### config.mk
export PLATFORM = sky130hd
export DESIGN_NAME = piw_fifo
export DESIGN_NICKNAME = d
export VERILOG_FILES = /design/src/rtl/projective_inverse_warp_coords_top_defines.svh /design/src/rtl/piw_fifo.sv
export SDC_FILE = /design/constraint.sdc
export NUM_CORES = 1
export LEC_CHECK = 0
export BUFFER_PORTS_ARGS = -buffer_cell sky130_fd_sc_hd__buf_2
export CORE_MARGIN = 4
export CORE_UTILIZATION = 45
export DETAILED_ROUTE_END_ITERATION = 7
export PLACE_DENSITY = 0.62
export REMOVE_ABC_BUFFERS = 1
export SLEW_MARGIN = 25
export SYNTH_ARGS = -nofsm -noshare
export SYNTH_HDL_FRONTEND = slang
export SYNTH_SLANG_ARGS = --single-unit
### constraint.sdc
create_clock -name clk_i -period 4.1 [get_ports clk_i]
set_clock_uncertainty 0.05 [all_clocks]
set_input_delay 0.615 -clock clk_i [delete_from_list [all_inputs] [get_ports clk_i]]
set_output_delay 0.615 -clock clk_i [all_outputs]
set_load 0.02 [all_outputs]
### src/rtl/projective_inverse_warp_coords_top_defines.svh
// Assertion helpers for the warp-coordinate top level.
// Both sample on clk_i and are disabled while rst_ni is low.
`ifndef PROJECTIVE_INVERSE_WARP_COORDS_TOP_DEFINES_SVH
`define PROJECTIVE_INVERSE_WARP_COORDS_TOP_DEFINES_SVH

// Implication check: whenever ante holds, cons holds in the same cycle.
`define PIW_ASSERT_IMPLY(lbl, ante, cons, msg) \
  lbl: assert property (@(posedge clk_i) disable iff (!rst_ni) (ante) |-> (cons)) \
    else $error(msg);

// Condition that must never be seen at a clock edge.
`define PIW_ASSERT_NEVER(lbl, cond, msg) \
  lbl: assert property (@(posedge clk_i) disable iff (!rst_ni) !(cond)) \
    else $error(msg);

`endif

### src/rtl/piw_fifo.sv
`default_nettype none

module piw_fifo #(
  parameter int unsigned WIDTH = 8,
  parameter int unsigned DEPTH = 4
) (
  input  wire logic             clk_i,
  input  wire logic             rst_ni,
  input  wire logic             push_i,
  input  wire logic [WIDTH-1:0] wdata_i,
  input  wire logic             pop_i,
  output logic      [WIDTH-1:0] rdata_o,
  output logic                  empty_o,
  output logic                  full_o
);

  localparam int unsigned AW = (DEPTH > 1) ? $clog2(DEPTH) : 1;

  logic [WIDTH-1:0] mem_q [DEPTH];
  logic [AW-1:0]    wr_q, rd_q;
  logic [AW:0]      cnt_q;

  assign rdata_o = mem_q[rd_q];
  assign empty_o = (cnt_q == '0);
  assign full_o  = (cnt_q == (AW+1)'(DEPTH));

  always_ff @(posedge clk_i or negedge rst_ni) begin
    if (!rst_ni) begin
      wr_q  <= '0;
      rd_q  <= '0;
      cnt_q <= '0;
    end else begin
      if (push_i) begin
        wr_q <= (wr_q == AW'(DEPTH - 1)) ? '0 : wr_q + 1'b1;
      end
      if (pop_i) begin
        rd_q <= (rd_q == AW'(DEPTH - 1)) ? '0 : rd_q + 1'b1;
      end
      cnt_q <= cnt_q + (AW+1)'(push_i) - (AW+1)'(pop_i);
    end
  end

  always_ff @(posedge clk_i) begin
    if (push_i) begin
      mem_q[wr_q] <= wdata_i;
    end
  end

endmodule

`default_nettype wire

After elaboration in Yosys (flattened, before gate mapping)
Memory sizes are Yosys's and may differ from the RTL's.
Cells that the tools add are included.
- reduce and logical (&&, ||, !) cells: 1
- add/subtract/negate cells: 4
- equality and inequality tests: 3
- mux-type cells: 4
- operators by type and width (kind ; count):
    $add 2x1->2 const B ; 2
    $eq 2x2->1 const B ; 2
    $mux 2 ; 2
    $add 3x1->3 ; 1
    $eq 3x3->1 const B ; 1
    $logic_not 3->1 ; 1
    $sub 3x1->3 ; 1
    $mux 1 ; 2
- bits in registers: 7
- bits of input ports: 12
- memory bits (writable): 32
- memories: 1
- output and inout port bits: 10
- word-level logic and storage cells: 16
- memory list (name ; depth ; width ; read ports ; clocked after Yosys merged registers in ; wr ports ; RTL line ; source):
    mem_q ; 4 ; 8 ; 1 ; 0 ; 1 ; piw_fifo.sv:19 ; logic [WIDTH-1:0] mem_q [DEPTH];

Longest topological paths before layout
- depth after elaboration: 2
- mapped depth: 7
- gate-level depth less buffers: 7

Worst setup path before layout
Ideal clock, no wire load.
- path type: input to register
- start: input port pop_i
- end: register cnt_q[2]
- setup time: 0.123 ns
- slack: 2.218 ns
- stages: 6
- arrival: 1.709 ns
- path buffers: 0
- path through: ha_1 -> inv_1 -> ha_1 -> fa_1 -> xor2_1 -> xnor2_1
- longest elaborated chain between the ends: 1
- RTL lines (what ; RTL line ; source):
    start, declared ; piw_fifo.sv:11 ; input wire logic pop_i,
    $sub 3x1->3 ; piw_fifo.sv:39 ; cnt_q <= cnt_q + (AW+1)'(push_i) - (AW+1)'(pop_i);
    end signal, assigned ; piw_fifo.sv:39 ;
    end, declared ; piw_fifo.sv:21 ; logic [AW:0] cnt_q;
Every way passes these cells.
A chain may end at the register's enable or synchronous reset.

Worst setup path after layout
- start: register rd_q[0]
- end: output port rdata_o[3]
- longest elaborated chain between the ends: 1
- RTL lines (what ; RTL line ; source):
    start, declared ; piw_fifo.sv:20 ; logic [AW-1:0] wr_q, rd_q;
    start signal, assigned ; piw_fifo.sv:37 ; rd_q <= (rd_q == AW'(DEPTH - 1)) ? '0 : rd_q + 1'b1;
    $mem_v2 4x8 ; -- ;
    end, declared ; piw_fifo.sv:12 ; output logic [WIDTH-1:0] rdata_o,
Every way passes these cells.

==> results.md <==
* Wire per inst at 14.4 um
* Vias in the first global route at 744
* Via count at 723
* Max Transition Viols Final at 0
* Start of the worst register-to-register path: cnt_q[0]
* Outcome: finished, final reports clean
* Setup WS post-layout at 1.62 ns
* Register area at 0.00114 mm^2
* GP Congestion at 0.699
* Port Buffers at 21
* Grt ovf at 0
* Multi-input combinational cell area at 390 um^2
* Critical path's slowest cell: dfrtp_1
* Post-synthesis sequential area ratio at 0.726
* Synth area leaders: edfxtp_1, mux4_2, dfrtp_1
* Post-synth top flop: edfxtp_1
* Die Y at 67.0 um
* Clock power frac at 0.199
* Reg power frac at 0.491
* Post-Route Setup TNS at 0 ns
* Sw frac at 0.315
* Initial cell density of the core at 0.469
* Post-route minimum period at 2.48 ns
* Worst slew pin tran at 0.587 ns
* Synth top cells by count: edfxtp_1, mux4_2, dfrtp_1, ha_1, inv_1
* Inst Count DP at 143
* Capture point of the worst reg-to-reg path: cnt_q[2]
* Post_cts resized at 0
* Standard-cell rows at 21
* Power Dens Cells at 677 mW/mm^2
* Worst vdd ir at 0.000317 V
* CP Cell Sequence: mux4_2 > buf_2
* TritonCTS Buffers at 5
* Synth area leader: edfxtp_1
* Worst reg2reg path depth at 7
* Mean Syn Cell Area at 20.1 um^2
* H-Tree Level Count at 2
* Crit-path max cell delay at 0.73 ns
* Largest net degree at the start of global routing at 13
* Fmax at 403 MHz
* Antenna viol nets, final at 0
* Final hold vios at 0
* P&R area growth vs syn at 14.2%
* Die Footprint at 0.00449 mm^2
* Worst Path Arrival at 1.82 ns
* Post-synth ARST share at 0.179
* Worst-skew pair later-pin latency at 0.33 ns
* Setup violations, final at 0
* R2R Setup Slk at 2.37 ns
* Sink Count at 39
* Post-DP Area at 0.00171 mm^2
* Combinational share of power at 0.310
* Period utilization at 0.606
* Kind of critical path: reg -> out
* NumNets Final at 124
* N_diodes at 0
* First-pass GRT wire length at 3480 um
* P_sw at 0.381 mW
* Hold-fix buffers, CTS at 0
* Distinct cell type count of the synthesized netlist at 18
* Crit path required time at 3.43 ns
* Layout cells sized above 1 at 0.362
* Final wirelength at 2180 um
* Post CTS Setup Buffer Count at 0
* Pre-CTS setup slack at 1.96 ns
* Cell area after synthesis at 0.00157 mm^2
* Critical path startpoint category: register
* EDFF count, synth at 32
* Top-count cell post-synth: edfxtp_1
* Iter 0 DRT Violations at 31
* Yosys reg bits at 39
* Initial antenna violation count at 0
* Drt pass-1 iters at 4
* CTS tree: built
* RSZ-0062 raised after global routing: false
* Leak pwr at 0.687 nW
* Vias/cell at 4.79
* Max-capacitance violation count at 0
* Core area at 0.00334 mm^2
* # IOs at 22
* Worst setup EP type: primary output
* Die width at 67.0 um
* DR DRC count at 0
* Hold Crit Class: in -> async
* Gr usage total at 0.115
* Slew margin rel. at 0.609
* Worst Path Max Fanout at 11
* Syn Inst Count at 78
* Internal power at 0.829 mW
* Area share of the largest cell type after synthesis at 0.614
* Layout Cells excl Fill at 151
* CTS root buffer: clkbuf_4
* Maximum buffer depth of the clock tree at 2
* CTS clock-pin slew for the worst setup and hold paths at 0.11 ns
* Yosys Warn Count at 0
* # fillers at 292
* Final instance area at 0.00179 mm^2
[worst max path at each step]
| stage | slack [ns] | cells after the start | end | startpoint |
|---|---|---|---|---|
| 2_1_floorplan | 2.19 | 1 | rdata_o[0] | rd_q[0] |
| 3_3_place_gp | 1.97 | 2 | rdata_o[7] | rd_q[0] |
| 3_5_place_dp | 1.96 | 2 | rdata_o[3] | rd_q[0] |
| 4_1_cts | 1.56 | 2 | rdata_o[3] | rd_q[0] |
| 5_1_grt | 1.47 | 2 | rdata_o[0] | rd_q[0] |
| 6_report | 1.62 | 2 | rdata_o[3] | rd_q[0] |
[power by group through the flow]
stage                     sequential [mW]  combinational (mW)  clock (mW)
final                               0.594               0.374       0.241
after global routing                0.613               0.413       0.268
after CTS                           0.599               0.384       0.250
after detailed placement            0.607               0.382           0
after global placement              0.606               0.372           0
after floorplan                     0.585               0.286           0
[metal layers]
| layer | vias to the layer above | track usage | part of all wire | wire [um] |
|---|---|---|---|---|
| li1 | 349 | - | - | - |
| met5 | - | 0 | 0 | 0 |
| met3 | 3 | 0.0506 | 0.052 | 114 |
| met1 | 353 | 0.136 | 0.41 | 902 |
| met4 | 0 | 0.0456 | 0.012 | 27 |
| met2 | 18 | 0.182 | 0.52 | 1130 |
[state kept, by name, summed over array words and instances (netlist names)]
register / count
mem_q: 32
cnt_q: 3
rd_q: 2
wr_q: 2
[area by class of cell]
cell class	instances	area share
repair buffers	21	0.0588
inverters	6	0.0126
well taps	46	0.0322
flip-flops and latches	39	0.635
clock buffers	5	0.0210
multi-input cells	31	0.218
clock inverters	3	0.0217
[through the flow]
stage / hold slack, ns / total power, mW / utilization
floorplan: 0.269 / 0.871 / -
global placement: 0.411 / 0.977 / 0.513
detailed placement: 0.409 / 0.989 / 0.513
CTS: 0.0231 / 1.23 / 0.536
global route: 0.0181 / 1.29 / 0.536
finish: 0.0360 / 1.21 / 0.536
[cells in the final DEF, fill, tap and decap left out]
cell        n
and2_1      4
and3_1      1
buf_2      21
bufinv_16   1
clkbuf_4    5
clkinv_1    1
clkinv_2    1
dfrtp_1     7
edfxtp_1   32
fa_1        1
ha_1        7
inv_1       6
mux2_2      2
mux4_2      8
nand2_1     1
nor2_1      1
nor3_1      1
o21ai_0     2
or3b_1      1
xnor2_1     1
xor2_1      1
[critical path, delay by kind of cell, from the launching register on]
family	cells	cell delay (ns)
buffers and inverters	1	0.17
flip-flops	1	0.73
multiplexers	1	0.58
[cell families after synthesis]
logic type,count (synthesis),synth area share
flops,39,0.726
mux,10,0.129
simple gates,9,0.0336
buf+inv,8,0.0248
fa+ha+maj,8,0.0687
compound gates,2,0.00640
xor+xnor,2,0.0112
No activity file was read; power rests on OpenSTA's default activity.
